`config.mk`:
```
export PLATFORM = sky130hd
export DESIGN_NAME = utf16_to_utf8_capped_transcoder_top
export DESIGN_NICKNAME = d
export VERILOG_FILES = /design/src/hdl/u2u8_pkg.sv /design/src/hdl/utf16_to_utf8_capped_transcoder_top.sv /design/src/hdl/u2u8_front.sv /design/src/hdl/u2u8_queue.sv /design/src/hdl/u2u8_back.sv
export SDC_FILE = /design/constraint.sdc
export NUM_CORES = 1
export LEC_CHECK = 0
export ABC_AREA = 1
export ABC_CLOCK_PERIOD_IN_PS = 6500
export BUFFER_PORTS_ARGS = -buffer_cell sky130_fd_sc_hd__buf_2
export CORE_MARGIN = 2
export CORE_UTILIZATION = 52
export CTS_CLUSTER_DIAMETER = 80
export DETAILED_ROUTE_END_ITERATION = 8
export GPL_ROUTABILITY_DRIVEN = 1
export GPL_TIMING_DRIVEN = 0
export PLACE_DENSITY = 0.72
export SYNTH_ARGS = -nofsm -noshare
export SYNTH_HDL_FRONTEND = slang
export SYNTH_SLANG_ARGS = --single-unit
```
`constraint.sdc`:
```
create_clock -name clk -period 6.5 [get_ports clk]
set_input_delay 0.65 -clock clk [delete_from_list [all_inputs] [get_ports clk]]
set_output_delay 0.65 -clock clk [all_outputs]
set_load 0.01 [all_outputs]
```
`src/hdl/u2u8_pkg.sv`:
```
// Package with shared types and constants for the UTF-16 to UTF-8 transcoder.
package u2u8_pkg;

	// Largest destination buffer size that the byte counter tracks.
	localparam int BUFFER_LIMIT = 4096;
	localparam int CNT_W        = $clog2(BUFFER_LIMIT + 1);

	// Configuration register fields.
	localparam int CFG_IDX_W  = 1;
	localparam int CFG_DATA_W = 13;
	localparam logic [CFG_IDX_W-1:0] CFG_CAP_ENABLE   = 1'b0;
	localparam logic [CFG_IDX_W-1:0] CFG_BUFFER_BYTES = 1'b1;
	localparam logic [CFG_DATA_W-1:0] BUFFER_BYTES_RESET = 13'd64;

	// Job queue between the front and the back.
	localparam int QUEUE_DEPTH = 4;
	localparam int QPTR_W      = $clog2(QUEUE_DEPTH);

	// UTF-16 and UTF-8 constants.
	localparam logic [15:0] HIGH_FIRST = 16'hD800;
	localparam logic [15:0] HIGH_LAST  = 16'hDBFF;
	localparam logic [15:0] LOW_FIRST  = 16'hDC00;
	localparam logic [15:0] LOW_LAST   = 16'hDFFF;
	localparam logic [15:0] FIRST_PRINTABLE = 16'h0020;
	localparam logic [20:0] SUPP_BASE  = 21'h10000;
	localparam logic [7:0]  LEAD2      = 8'hC0;
	localparam logic [7:0]  LEAD3      = 8'hE0;
	localparam logic [7:0]  LEAD4      = 8'hF0;
	localparam logic [7:0]  CONT       = 8'h80;

	// One queued job: the bytes of one character and an optional terminator.
	typedef struct packed {
		logic [3:0][7:0] bytes;
		logic [2:0]      cnt;
		logic            term;
	} job_t;

	// Push side of the queue.
	typedef struct packed {
		logic valid;
		job_t job;
	} push_t;

endpackage

```
`src/hdl/utf16_to_utf8_capped_transcoder_top.sv`:
```
// Top level of the UTF-16 to UTF-8 transcoder with an optional byte cap.
// Each code unit transaction is classified and encoded in the cycle it is accepted, and a
// new unit can be accepted every cycle while the four-entry job queue has room. The output
// side delivers one byte per cycle while out_ready is high; a unit yields zero to four
// bytes, plus one for the terminator on the final unit, and the byte-wide output register
// sets the sustained rate. Unpaired surrogates and code points below 0x20 produce no
// output. Configuration writes take effect from the next accepted unit and should be made
// while the block is idle.
module utf16_to_utf8_capped_transcoder_top (
	input  logic                             clk,
	input  logic                             arst_n,
	input  logic                             in_valid,
	output logic                             in_ready,
	input  logic [15:0]                      code_unit,
	input  logic                             last_unit,
	output logic                             out_valid,
	input  logic                             out_ready,
	output logic [7:0]                       out_byte,
	output logic                             run_last,
	output logic                             string_end,
	input  logic                             cfg_we,
	input  logic [u2u8_pkg::CFG_IDX_W-1:0]   cfg_index,
	input  logic [u2u8_pkg::CFG_DATA_W-1:0]  cfg_data
);

	u2u8_pkg::push_t push;
	u2u8_pkg::job_t  head;
	logic            q_ready, head_valid, pop;

	u2u8_front u_front (
		.clk       (clk),
		.arst_n    (arst_n),
		.in_valid  (in_valid),
		.in_ready  (in_ready),
		.code_unit (code_unit),
		.last_unit (last_unit),
		.cfg_we    (cfg_we),
		.cfg_index (cfg_index),
		.cfg_data  (cfg_data),
		.q_ready   (q_ready),
		.push      (push)
	);

	u2u8_queue u_queue (
		.clk        (clk),
		.arst_n     (arst_n),
		.push       (push),
		.push_ready (q_ready),
		.head_valid (head_valid),
		.head       (head),
		.pop        (pop)
	);

	u2u8_back u_back (
		.clk        (clk),
		.arst_n     (arst_n),
		.head_valid (head_valid),
		.head       (head),
		.pop        (pop),
		.out_valid  (out_valid),
		.out_ready  (out_ready),
		.out_byte   (out_byte),
		.run_last   (run_last),
		.string_end (string_end)
	);

endmodule

```
`src/hdl/u2u8_front.sv`:
```
// Front part: accepts code units, pairs surrogates, encodes and applies the cap.
module u2u8_front (
	input  logic                             clk,
	input  logic                             arst_n,
	input  logic                             in_valid,
	output logic                             in_ready,
	input  logic [15:0]                      code_unit,
	input  logic                             last_unit,
	input  logic                             cfg_we,
	input  logic [u2u8_pkg::CFG_IDX_W-1:0]   cfg_index,
	input  logic [u2u8_pkg::CFG_DATA_W-1:0]  cfg_data,
	input  logic                             q_ready,
	output u2u8_pkg::push_t                  push
);

	logic                                cap_en_q;
	logic [u2u8_pkg::CFG_DATA_W-1:0]     buf_q;
	logic                                pend_q;
	logic [9:0]                          pend_hi_q;
	logic [u2u8_pkg::CNT_W-1:0]          bytes_q;
	logic                                cap_hit_q;

	logic                                is_high, is_low, pair, emit, refused, accept;
	logic [20:0]                         cp;
	logic [2:0]                          n, n_out;
	logic [3:0][7:0]                     b;
	logic [u2u8_pkg::CNT_W-1:0]          size, limit;
	logic [u2u8_pkg::CNT_W:0]            sum_n, sum_out;

	// Configuration registers.
	always_ff @(posedge clk or negedge arst_n) begin
		if (!arst_n) begin
			cap_en_q <= 1'b0;
			buf_q    <= u2u8_pkg::BUFFER_BYTES_RESET;
		end else if (cfg_we) begin
			unique case (cfg_index)
				u2u8_pkg::CFG_CAP_ENABLE:   cap_en_q <= cfg_data[0];
				u2u8_pkg::CFG_BUFFER_BYTES: buf_q    <= cfg_data;
			endcase
		end
	end

	// Classify the unit and form the code point.
	always_comb begin
		is_high = (code_unit >= u2u8_pkg::HIGH_FIRST) && (code_unit <= u2u8_pkg::HIGH_LAST);
		is_low  = (code_unit >= u2u8_pkg::LOW_FIRST) && (code_unit <= u2u8_pkg::LOW_LAST);
		pair    = pend_q && is_low;
		emit    = pair || (!is_high && !is_low && (code_unit >= u2u8_pkg::FIRST_PRINTABLE));
		if (pair) begin
			cp = u2u8_pkg::SUPP_BASE + {1'b0, pend_hi_q, code_unit[9:0]};
		end else begin
			cp = {5'd0, code_unit};
		end
	end

	// UTF-8 encoding of the code point.
	always_comb begin
		b = '0;
		if (cp < 21'h80) begin
			b[0] = cp[7:0];
			n    = 3'd1;
		end else if (cp < 21'h800) begin
			b[0] = u2u8_pkg::LEAD2 | {3'd0, cp[10:6]};
			b[1] = u2u8_pkg::CONT | {2'd0, cp[5:0]};
			n    = 3'd2;
		end else if (cp < u2u8_pkg::SUPP_BASE) begin
			b[0] = u2u8_pkg::LEAD3 | {4'd0, cp[15:12]};
			b[1] = u2u8_pkg::CONT | {2'd0, cp[11:6]};
			b[2] = u2u8_pkg::CONT | {2'd0, cp[5:0]};
			n    = 3'd3;
		end else begin
			b[0] = u2u8_pkg::LEAD4 | {5'd0, cp[20:18]};
			b[1] = u2u8_pkg::CONT | {2'd0, cp[17:12]};
			b[2] = u2u8_pkg::CONT | {2'd0, cp[11:6]};
			b[3] = u2u8_pkg::CONT | {2'd0, cp[5:0]};
			n    = 3'd4;
		end
	end

	// Cap check against the clamped buffer size minus the terminator.
	always_comb begin
		if (32'(buf_q) > u2u8_pkg::BUFFER_LIMIT) begin
			size = u2u8_pkg::CNT_W'(u2u8_pkg::BUFFER_LIMIT);
		end else if (buf_q == '0) begin
			size = u2u8_pkg::CNT_W'(1);
		end else begin
			size = u2u8_pkg::CNT_W'(buf_q);
		end
		limit   = size - u2u8_pkg::CNT_W'(1);
		sum_n   = {1'b0, bytes_q} + (u2u8_pkg::CNT_W+1)'(n);
		refused = cap_en_q && (cap_hit_q || (sum_n > {1'b0, limit}));
		n_out   = (emit && !refused) ? n : 3'd0;
		sum_out = {1'b0, bytes_q} + (u2u8_pkg::CNT_W+1)'(n_out);
	end

	// Handshake and queue push.
	assign in_ready       = q_ready;
	assign accept         = in_valid && q_ready;
	assign push.valid     = accept && ((n_out != 3'd0) || last_unit);
	assign push.job.bytes = b;
	assign push.job.cnt   = n_out;
	assign push.job.term  = last_unit;

	// String state: held surrogate, byte count and cap flag.
	always_ff @(posedge clk or negedge arst_n) begin
		if (!arst_n) begin
			pend_q    <= 1'b0;
			pend_hi_q <= '0;
			bytes_q   <= '0;
			cap_hit_q <= 1'b0;
		end else if (accept) begin
			if (last_unit) begin
				pend_q    <= 1'b0;
				pend_hi_q <= '0;
				bytes_q   <= '0;
				cap_hit_q <= 1'b0;
			end else begin
				pend_q <= !pair && is_high;
				if (!pair && is_high) begin
					pend_hi_q <= code_unit[9:0];
				end
				if (sum_out > (u2u8_pkg::CNT_W+1)'(u2u8_pkg::BUFFER_LIMIT)) begin
					bytes_q <= u2u8_pkg::CNT_W'(u2u8_pkg::BUFFER_LIMIT);
				end else begin
					bytes_q <= sum_out[u2u8_pkg::CNT_W-1:0];
				end
				if (emit && refused) begin
					cap_hit_q <= 1'b1;
				end
			end
		end
	end

endmodule

```
`src/hdl/u2u8_queue.sv`:
```
// Short job queue that decouples the front from the back.
module u2u8_queue (
	input  logic             clk,
	input  logic             arst_n,
	input  u2u8_pkg::push_t  push,
	output logic             push_ready,
	output logic             head_valid,
	output u2u8_pkg::job_t   head,
	input  logic             pop
);

	u2u8_pkg::job_t                 mem_q [u2u8_pkg::QUEUE_DEPTH];
	logic [u2u8_pkg::QPTR_W-1:0]    wr_ptr_q, rd_ptr_q;
	logic [u2u8_pkg::QPTR_W:0]      count_q;
	logic                           do_push, do_pop;

	assign push_ready = count_q != (u2u8_pkg::QPTR_W+1)'(u2u8_pkg::QUEUE_DEPTH);
	assign head_valid = count_q != '0;
	assign head       = mem_q[rd_ptr_q];
	assign do_push    = push.valid && push_ready;
	assign do_pop     = pop && head_valid;

	// Entry storage.
	always_ff @(posedge clk) begin
		if (do_push) begin
			mem_q[wr_ptr_q] <= push.job;
		end
	end

	// Pointers and fill level.
	always_ff @(posedge clk or negedge arst_n) begin
		if (!arst_n) begin
			wr_ptr_q <= '0;
			rd_ptr_q <= '0;
			count_q  <= '0;
		end else begin
			if (do_push) begin
				wr_ptr_q <= wr_ptr_q + u2u8_pkg::QPTR_W'(1);
			end
			if (do_pop) begin
				rd_ptr_q <= rd_ptr_q + u2u8_pkg::QPTR_W'(1);
			end
			if (do_push && !do_pop) begin
				count_q <= count_q + (u2u8_pkg::QPTR_W+1)'(1);
			end else if (do_pop && !do_push) begin
				count_q <= count_q - (u2u8_pkg::QPTR_W+1)'(1);
			end
		end
	end

endmodule

```
`src/hdl/u2u8_back.sv`:
```
// Back part: serialises each queued job into output bytes through an output register.
module u2u8_back (
	input  logic            clk,
	input  logic            arst_n,
	input  logic            head_valid,
	input  u2u8_pkg::job_t  head,
	output logic            pop,
	output logic            out_valid,
	input  logic            out_ready,
	output logic [7:0]      out_byte,
	output logic            run_last,
	output logic            string_end
);

	logic [2:0] idx_q;
	logic [2:0] total;
	logic       load, is_last;

	assign total   = head.cnt + {2'd0, head.term};
	assign is_last = (idx_q + 3'd1) == total;
	assign load    = head_valid && (!out_valid || out_ready);
	assign pop     = load && is_last;

	// Byte position inside the head job.
	always_ff @(posedge clk or negedge arst_n) begin
		if (!arst_n) begin
			idx_q     <= '0;
			out_valid <= 1'b0;
		end else begin
			if (load) begin
				idx_q <= is_last ? 3'd0 : idx_q + 3'd1;
			end
			if (load) begin
				out_valid <= 1'b1;
			end else if (out_ready) begin
				out_valid <= 1'b0;
			end
		end
	end

	// Output payload register.
	always_ff @(posedge clk) begin
		if (load) begin
			out_byte   <= (idx_q < head.cnt) ? head.bytes[idx_q[1:0]] : 8'd0;
			string_end <= idx_q == head.cnt;
			run_last   <= is_last;
		end
	end

endmodule

```
==> flow_summary.json <==
{
  "status": "finished, final reports clean",
  "synth_area_leader_cell": "edfxtp_1",
  "hold_end": "u_back.out_valid",
  "clock_sinks": 192,
  "antenna_found_initial": 0,
  "maxCapViolations": 0,
  "cp.arrival_ns": 6.44,
  "ys_types": 46,
  "nNetsFinal": 1188,
  "synthArstFlopShare_pct": 26.04,
  "route.detailed.drc": 0,
  "firstDrtPassIters": 5,
  "final_max_slew_viol_count": 0,
  "viasPerCell": 5.631,
  "grt_first_pass_wirelength_um": 37030,
  "synth.most_common_cell": "nand2_1",
  "r2r-end": "u_front.bytes_q[8]",
  "first_iter_violations": 661,
  "ios": 48,
  "worstSkewPairLatency_ns": 0.43,
  "cp_max_fo": 12,
  "ys_seq_elements": 192,
  "insertedDiodeCount": 0,
  "initial_core_util_pct": 52.86,
  "hold_buffers": 0,
  "grt_start_max_net_pins": 51,
  "clk_pin_slew_ns": 0.07,
  "power_density_nw_per_um2": 401.1,
  "ys_seq_area_share_pct": 55.98,
  "setup_viol": 0,
  "period_needed_ns": 6.059,
  "place_congestion": 0.9238,
  "synth_fp_nets": 1111,
  "finalWirelength_um": 23450,
  "synth-edff-count": 142,
  "fmax_mhz": 165.0,
  "slew_headroom_pct": 24.24,
  "die-area_um2": 20070,
  "cts_made_buffers": 17,
  "area_growth_pct": 14.39,
  "p_leak_uw": 0.004690,
  "crit_path_top_delay_cell": "dfrtp_1",
  "cp-end-kind": "flip-flop",
  "core_area_um2": 18640,
  "synthCells": 1040,
  "cts_buffer_depth": 2,
  "rr_startpoint": "u_front.pend_hi_q[6]",
  "worstHoldStart": "out_ready",
  "cp_common_cell": "nand2_1",
  "final.setup.worst_slack_ns": 0.4407,
  "holdPathStages": 2,
  "final_layout_size_suffix_gt1_share_pct": 13.72,
  "portBuffers": 47,
  "final_cell_area_um2": 11270,
  "synth.avg_cell_area_um2": 9.475,
  "cts_root_buffer": "clkbuf_16",
  "hold_path.class": "primary input to flip-flop",
  "track_usage_pct": 24.01,
  "peakVddDrop_mv": 0.2091,
  "dr_total_vias": 7681,
  "nFillCells": 1524,
  "cp.required_ns": 6.88,
  "syn_area_um2": 9854,
  "max_stage_delay_ns": 0.41,
  "grt_pass1_vias": 7252,
  "die_height_um": 141.7,
  "postRouteAntennaNets": 0,
  "synth_ff_type": "edfxtp_1",
  "synth_top_area_share_pct": 43.27,
  "period_share_pct": 93.22,
  "worst_slew_pin_slew_ns": 1.136,
  "place_ws_ns": -0.6627,
  "setup.worst_path.start_class": "flip-flop",
  "ff2ff_path_depth": 39,
  "multiInputGateArea_um2": 3941,
  "place_hpwl_um": 16630,
  "wl_per_cell_um": 17.19,
  "finalHoldViolCount": 0,
  "htree_levels": 4,
  "fin_skew_ns": 0.01017,
  "die_w_um": 141.7,
  "synth.area.top_cells": "edfxtp_1 (43%), dfrtp_1 (12%), nand2_1 (8.6%)",
  "yosys_warnings": 0,
  "path_class": "flip-flop to flip-flop",
  "grt_overflow": 0,
  "placementRows": 50,
  "cts_tree": "done",
  "placed_cell_area_um2": 10520,
  "netlist_top_cells_count": "nand2_1 (226), edfxtp_1 (142), nor2_1 (139)",
  "regArea_um2": 5517,
  "rrSetupSlack_ns": 0.44
}
state kept, by name (all words and copies together), names as in the netlist:
register           flops
u_queue.count_q        3
u_front.buf_q         13
u_queue.rd_ptr_q       2
u_front.cap_hit_q      1
u_front.cap_en_q       1
u_front.bytes_q       13
u_back.out_valid       1
u_back.run_last        1
u_back.out_byte        8
u_queue.wr_ptr_q       2
u_back.string_end      1
u_back.idx_q           3
u_front.pend_hi_q     10
u_front.pend_q         1
u_queue.mem_q        132
worst max-delay path: cells and delay by family (launching register included):
family,cells,cell delay [ns]
buf+inv,4,0.50
xor+xnor,2,0.31
fa+ha+maj,6,1.52
simple gates,23,2.41
compound gates,4,0.86
flops,1,0.41
worst max-delay path by stage:
stage,cells after the start,from,slack (ns),to
finish,39,u_front.pend_hi_q[6],0.44,u_front.bytes_q[8]
detailed placement,41,code_unit[15],-0.66,u_front.bytes_q[8]
global route,40,u_front.pend_hi_q[6],-0.09,u_front.bytes_q[7]
floorplan,28,code_unit[11],-0.50,u_queue.mem_q[0][0]
CTS,39,u_front.pend_hi_q[6],0.03,u_front.bytes_q[8]
global placement,29,code_unit[15],-3.32,u_queue.mem_q[0][28]
through the flow:
step	utilization, %	TNS (ns)	hold WS [ns]	total power, uW	instances
after global routing	60.46	-0.7933	0.4276	4791	1364
after detailed placement	56.44	-7.503	0.4660	3453	1325
after global placement	55.69	-422.54	0.4663	3371	1321
after floorplan	-	-65.66	0.3544	2880	1040
final	60.46	0	0.4032	4521	1364
after CTS	59.80	0	0.3932	4495	1357
final cells by class:
cell class              count  share of cell area (%)
flip-flops and latches    192                   48.94
multi-input cells         712                   34.96
well taps                 234                   2.597
repair buffers             58                   3.397
inverters                 100                   3.363
clock inverters            14                   1.454
plain buffers              36                   1.476
clock buffers              18                   3.807
where the power goes:
part	total, uW	internal (uW)	switching (uW)
clock	1040	551	490
combinational	1720	571	1150
sequential	1760	1660	103
total	4520	2780	1740
placed cells by master (no fill, tap or decap), types with 4 or more instances in the layout:
cell,count
o221ai_1,12
a21oi_1,25
inv_1,94
inv_8,4
a31oi_1,9
edfxtp_1,142
nand3_1,48
mux2_2,8
nand3_2,6
clkbuf_16,17
ha_1,31
nor2_1,136
nand4_1,16
buf_4,8
buf_2,51
o22ai_1,26
nor2_4,5
clkbuf_1,28
a21boi_4,4
nand2_1,225
xor2_1,19
xnor2_1,10
o21ai_1,5
dfrtp_1,49
nand2_2,7
inv_6,5
o21ai_0,86
o21ai_2,4
layer usage:
metal / wire, um / vias to the layer above / part of all wire (%) / track usage (%)
met5: 0 / - / 0 / 0
met4: 519 / 0 / 2.2 / 8.474
met3: 1686 / 44 / 7.2 / 5.704
met2: 11570 / 312 / 49 / 40.80
met1: 9668 / 3623 / 41 / 30.23
li1: - / 3702 / - / -
repair_timing:
item	CTS	global route
resized for setup	9	14
pin swaps	0	6
setup endpoints to repair	12	13
endpoints found under the hold margin	0	0
buffers inserted	0	7
kinds of logic (layout without fill, tap and decap cells):
group                      after synthesis  after routing  synth area share (%)
AOI/OAI and AO/OA                      183            183                 10.82
xor gates and xnor gates                29             29                 2.577
DFF                                    192            192                 55.98
adders and majority gates               35             35                 4.672
buffers and inverters                  136            226                 5.472
muxes                                    8              8                0.9142
and+or+nand+nor                        457            457                 19.57
Power figures use the tool's default switching activity.
